--- config.mk ---
export PLATFORM = sky130hd
export DESIGN_NAME = sti_judge
export DESIGN_NICKNAME = d
export VERILOG_FILES = /design/src/rtl/sti_pkg.sv /design/src/rtl/sti_judge.sv
export SDC_FILE = /design/constraint.sdc
export NUM_CORES = 1
export LEC_CHECK = 0
export ABC_AREA = 1
export CAP_MARGIN = 20
export CORE_ASPECT_RATIO = 1.1
export CORE_MARGIN = 3
export CORE_UTILIZATION = 30
export CTS_BUF_LIST = sky130_fd_sc_hd__clkbuf_4 sky130_fd_sc_hd__clkbuf_8 sky130_fd_sc_hd__clkbuf_16
export CTS_CLUSTER_SIZE = 10
export DETAILED_ROUTE_END_ITERATION = 8
export DONT_BUFFER_PORTS = 1
export PLACE_DENSITY_LB_ADDON = 0.08
export SYNTH_ARGS = -nofsm -noshare
export SYNTH_HDL_FRONTEND = slang
export SYNTH_SLANG_ARGS = --single-unit
--- constraint.sdc ---
create_clock -name clk_i -period 3.6 [get_ports clk_i]
set_input_delay 0.36 -clock clk_i [delete_from_list [all_inputs] [get_ports clk_i]]
set_output_delay 0.36 -clock clk_i [all_outputs]
set_load 0.02 [all_outputs]
--- src/rtl/sti_pkg.sv ---
// Package: widths, constants and miss codes for the segment/triangle tester.
`timescale 1ns / 1ps
package sti_pkg;
  localparam int unsigned CoordBitsDef = 21;
  localparam int unsigned SlotBits     = 21;
  localparam int unsigned PointBits    = 3 * SlotBits;
  localparam int unsigned ThrBits      = 32;
  localparam logic [ThrBits-1:0] ThrReset = 32'd1;

  typedef enum logic [2:0] {
    MISS_NONE     = 3'd0,
    MISS_PARALLEL = 3'd1,
    MISS_U        = 3'd2,
    MISS_V        = 3'd3,
    MISS_T        = 3'd4
  } miss_e;

  typedef struct packed {
    logic   hit;
    miss_e  reason;
  } result_t;
endpackage

--- src/rtl/sti_judge.sv ---
// Judge stage: range tests against det and miss reason selection.
`timescale 1ns / 1ps
module sti_judge #(
  parameter int unsigned CoordBits = sti_pkg::CoordBitsDef
) (
  input  logic                          clk_i,
  input  logic                          en_i,
  input  logic [sti_pkg::ThrBits-1:0]   thr_i,
  input  logic signed [3*CoordBits+6:0] det_i,
  input  logic signed [3*CoordBits+6:0] un_i,
  input  logic signed [3*CoordBits+6:0] vn_i,
  input  logic signed [3*CoordBits+6:0] tn_i,
  output sti_pkg::result_t              res_o
);
  localparam int unsigned SW = 3 * CoordBits + 7;

  typedef struct packed {
    logic par, u_bad, v_bad, t_bad;
  } flags_t;

  flags_t f_q;
  logic signed [SW:0] uv;

  assign uv = (SW+1)'(un_i) + (SW+1)'(vn_i);

  always_ff @(posedge clk_i) begin
    if (en_i) begin
      f_q.par   <= (SW+1)'(det_i) < $signed({{(SW+1-sti_pkg::ThrBits){1'b0}}, thr_i});
      f_q.u_bad <= un_i[SW-1] || (un_i > det_i);
      f_q.v_bad <= vn_i[SW-1] || (uv > (SW+1)'(det_i));
      f_q.t_bad <= tn_i[SW-1] || (tn_i > det_i);
    end
  end

  sti_pkg::result_t res_d;
  always_comb begin
    res_d.hit = 1'b0;
    priority if (f_q.par)   res_d.reason = sti_pkg::MISS_PARALLEL;
    else if (f_q.u_bad)     res_d.reason = sti_pkg::MISS_U;
    else if (f_q.v_bad)     res_d.reason = sti_pkg::MISS_V;
    else if (f_q.t_bad)     res_d.reason = sti_pkg::MISS_T;
    else begin
      res_d.reason = sti_pkg::MISS_NONE;
      res_d.hit    = 1'b1;
    end
  end

  always_ff @(posedge clk_i) begin
    if (en_i) begin
      res_o <= res_d;
    end
  end
endmodule

==> key figures <==
Run status
  • Outcome: completed

Drt
  • Routed vias: 14800
  • Post-route ant nets: 0
  • Final wirelength: 60.5 mm
  • Number of remaining DRC errors: 0
  • Initial DRC Count: 687
  • Vias per std cell: 4.95
  • Routed length per placed instance: 20.2 um
  • Initial DRT Pass Iterations: 6

Global routing
  • Grt total ovfl: 0
  • Pin count of the biggest net entering global routing: 9
  • Vias in the first global route: 14700
  • Total global-route track usage: 26.7%
  • First-pass GRT wire length: 86.9 mm
  • Initial antenna violation count: 0

Logic synthesis
  • Ys async rst share: 0%
  • Post-synth EDFFs: 8
  • Post-synth top area cell: ha_1
  • Avg Inst Size Synth: 5.72 um2
  • FF+latch count, synth: 8
  • Synth top area share: 32.0%
  • Most used DFF post-synth: edfxtp_1
  • Most used standard cell by instance count after synthesis: nand2_1
  • Synth top cells by count: 612 x nand2_1, 357 x inv_1, 312 x ha_1
  • Sequential area share after synthesis: 1.97%
  • Synth area leaders: ha_1 32%, nand2_1 19%, inv_1 11%
  • Synth cell types: 40
  • Mapped Nets: 2762
  • Synth Cell Area: 12200 um2
  • Yosys warns: 0
  • Syn Inst Count: 2135

Clocking
  • Clk Latency, worst-skew pair: 0.24 ns
  • Clock sink total: 8
  • Clock buffer depth: 2
  • CTS tree: built
  • H-Tree Level Count: 1
  • Clock root buffer: clkbuf_16
  • Clock slew at reported path FFs: 0.05 ns
  • Total CTS buffers: 3

Power and ir drop
  • Leak: 8.95 nW
  • Total Power: 3.24 mW
  • Pwr dens: 191 nW/um2
  • Peak supply drop: 0.126 mV

Final layout
  • Area of the multi-input gates: 12000 um2
  • Sequential Area: 240 um2
  • Cell area after layout: 17000 um2
  • Area growth syn-to-layout: 39.1%
  • Final nets: 3117
  • Share of post-route cells with drive strength above 1: 27.2%
  • FILL cells: 4380

Floorplan
  • Core area: 39700 um2
  • Num rows: 76
  • Horiz. Die Dim: 198 um
  • Starting Density: 30.8%
  • Die Y-Extent: 218 um
  • IO Pins: 318
  • Die area: 43100 um2

STA
  • Tightest Pin Transition: 0.668 ns
  • Rel. slew slack: 55.1%
  • Final worst-path cycle share: 96.2%
  • Final Hold Fails: 0
  • Max-slew violations: 0
  • Setup violators final: 0
  • Peak Freq: 0.289 GHz
  • Min cycle time layout: 3.46 ns
  • Worst clock skew: 0.0129 ns

Setup path
  • Worst EP required: 3.60 ns
  • Worst path arrival time: 3.47 ns
  • FF-to-FF setup slack: 2.65 ns
  • Worst Setup Path Type: in2reg
  • Worst setup path start: un_i[35]
  • CP Launch Type: input port
  • Reg-to-reg critical path startpoint: f_q[1]$_DFFE_PP_
  • Crit Path Max Fanout: 4
  • Setup crit end kind: flip-flop

Place
  • Area after DPL: 15400 um2
  • DP HPWL: 55.8 mm
  • Placer Congestion: 0.924
  • # port buffers: 0

Hold path
  • Hold WC Path Type: in2reg
  • Hold Startpoint: en_i

Job
  • Max-Cap Viols: 0
==> layer usage <==
layer  part of all wire, %  GRT usage, %  routed length, um  vias to the layer above
li1                      -             -                  -                     7699
met1                    44          34.0              26400                     6742
met2                    50          49.0              30100                      346
met3                   3.8          1.85               2320                       51
met4                   2.9          6.13               1740                        0
met5                     0             0                  0                        -
==> worst max-delay path, stage by stage <==
cell and delay, ns:
ha_1 0.35, a21oi_2 0.21, o21ai_0 0.17, buf_4 0.18, a21oi_2 0.22, o21bai_1 0.17
a21oi_1 0.16, buf_4 0.16, nand2_1 0.05, nand2_1 0.07, nand2_1 0.05, ha_1 0.30
nand2_2 0.09, or3b_2 0.48, nor3_1 0.23, nand2_1 0.09, nand3_2 0.08, nand2_2 0.04
==> per-stage QoR <==
stage / TNS (ns) / instances / hold WS (ns) / worst slack (ns) / util [%]
2_1_floorplan: 0 / 2135 / 0.472 / 0.333 / -
3_3_place_gp: -0.710 / 2981 / 0.474 / -0.710 / 38.8
3_5_place_dp: -0.655 / 2981 / 0.474 / -0.655 / 38.8
4_1_cts: 0 / 2986 / 0.225 / 0.00150 / 39.5
5_1_grt: -0.0105 / 2995 / 0.224 / -0.0105 / 42.8
6_report: 0 / 2996 / 0.226 / 0.136 / 42.8
==> final timing paths <==
path | end | depth (start not counted)
max | f_q[1]$_DFFE_PP_ | 18
min | res_o[3]$_SDFFCE_PP0P_ | 0
max reg2reg | res_o[2]$_SDFFCE_PP0P_ | 3
min reg2reg | res_o[3]$_SDFFCE_PP0P_ | 1
==> state kept, by name, summed over array words and instances (netlist names) <==
signal  flops
f_q         4
res_o       4
==> power by group <==
part           internal (mW)  total (mW)  switching [mW]  leakage, nW
Sequential             0.115       0.124         0.00901       0.0805
Combinational           1.26        2.91            1.65         8.83
Clock                  0.144       0.200          0.0553       0.0370
==> layout make-up <==
cell class              instances  area share [%]
diodes                          1          0.0147
clock buffers                   3           0.442
inverters                     361            7.98
multi-input cells            1766            70.8
flip-flops and latches          8            1.42
well taps                     507            3.74
repair buffers                350            15.6
==> cells by family (layout without fill, tap and decap cells) <==
kind of cell	after synthesis	in the layout	share of synthesized area, %
AND/OR/NAND/NOR	1065	1065	36.1
buffers and inverters	361	714	11.1
AO/OA/AOI/OAI	348	348	15.8
adder cells (fa/ha/maj)	313	313	32.2
XOR/XNOR	40	40	2.87
flip-flops	8	8	1.97
other	0	1	0
==> timing repair <==
action,in CTS,in global routing
buffers inserted,2,10
endpoints found under the setup margin,1,1
hold endpoints to repair,0,0
resized for setup,54,330
hold buffers,0,0
pin swaps,8,56
==> layout by cell type, fill, tap and decap left out, types with 29 or more instances in the layout <==
cell     count
nand2_1    543
a21oi_1    149
nor2_1     180
xor2_1      34
o21ai_0     48
nand4_1     32
ha_4        31
nand3_1     87
a21oi_2     51
ha_1       262
buf_4      347
o21ai_1     29
nand2_2     69
inv_1      348
nor2_2      57
No activity file was read; power rests on OpenSTA's default activity.
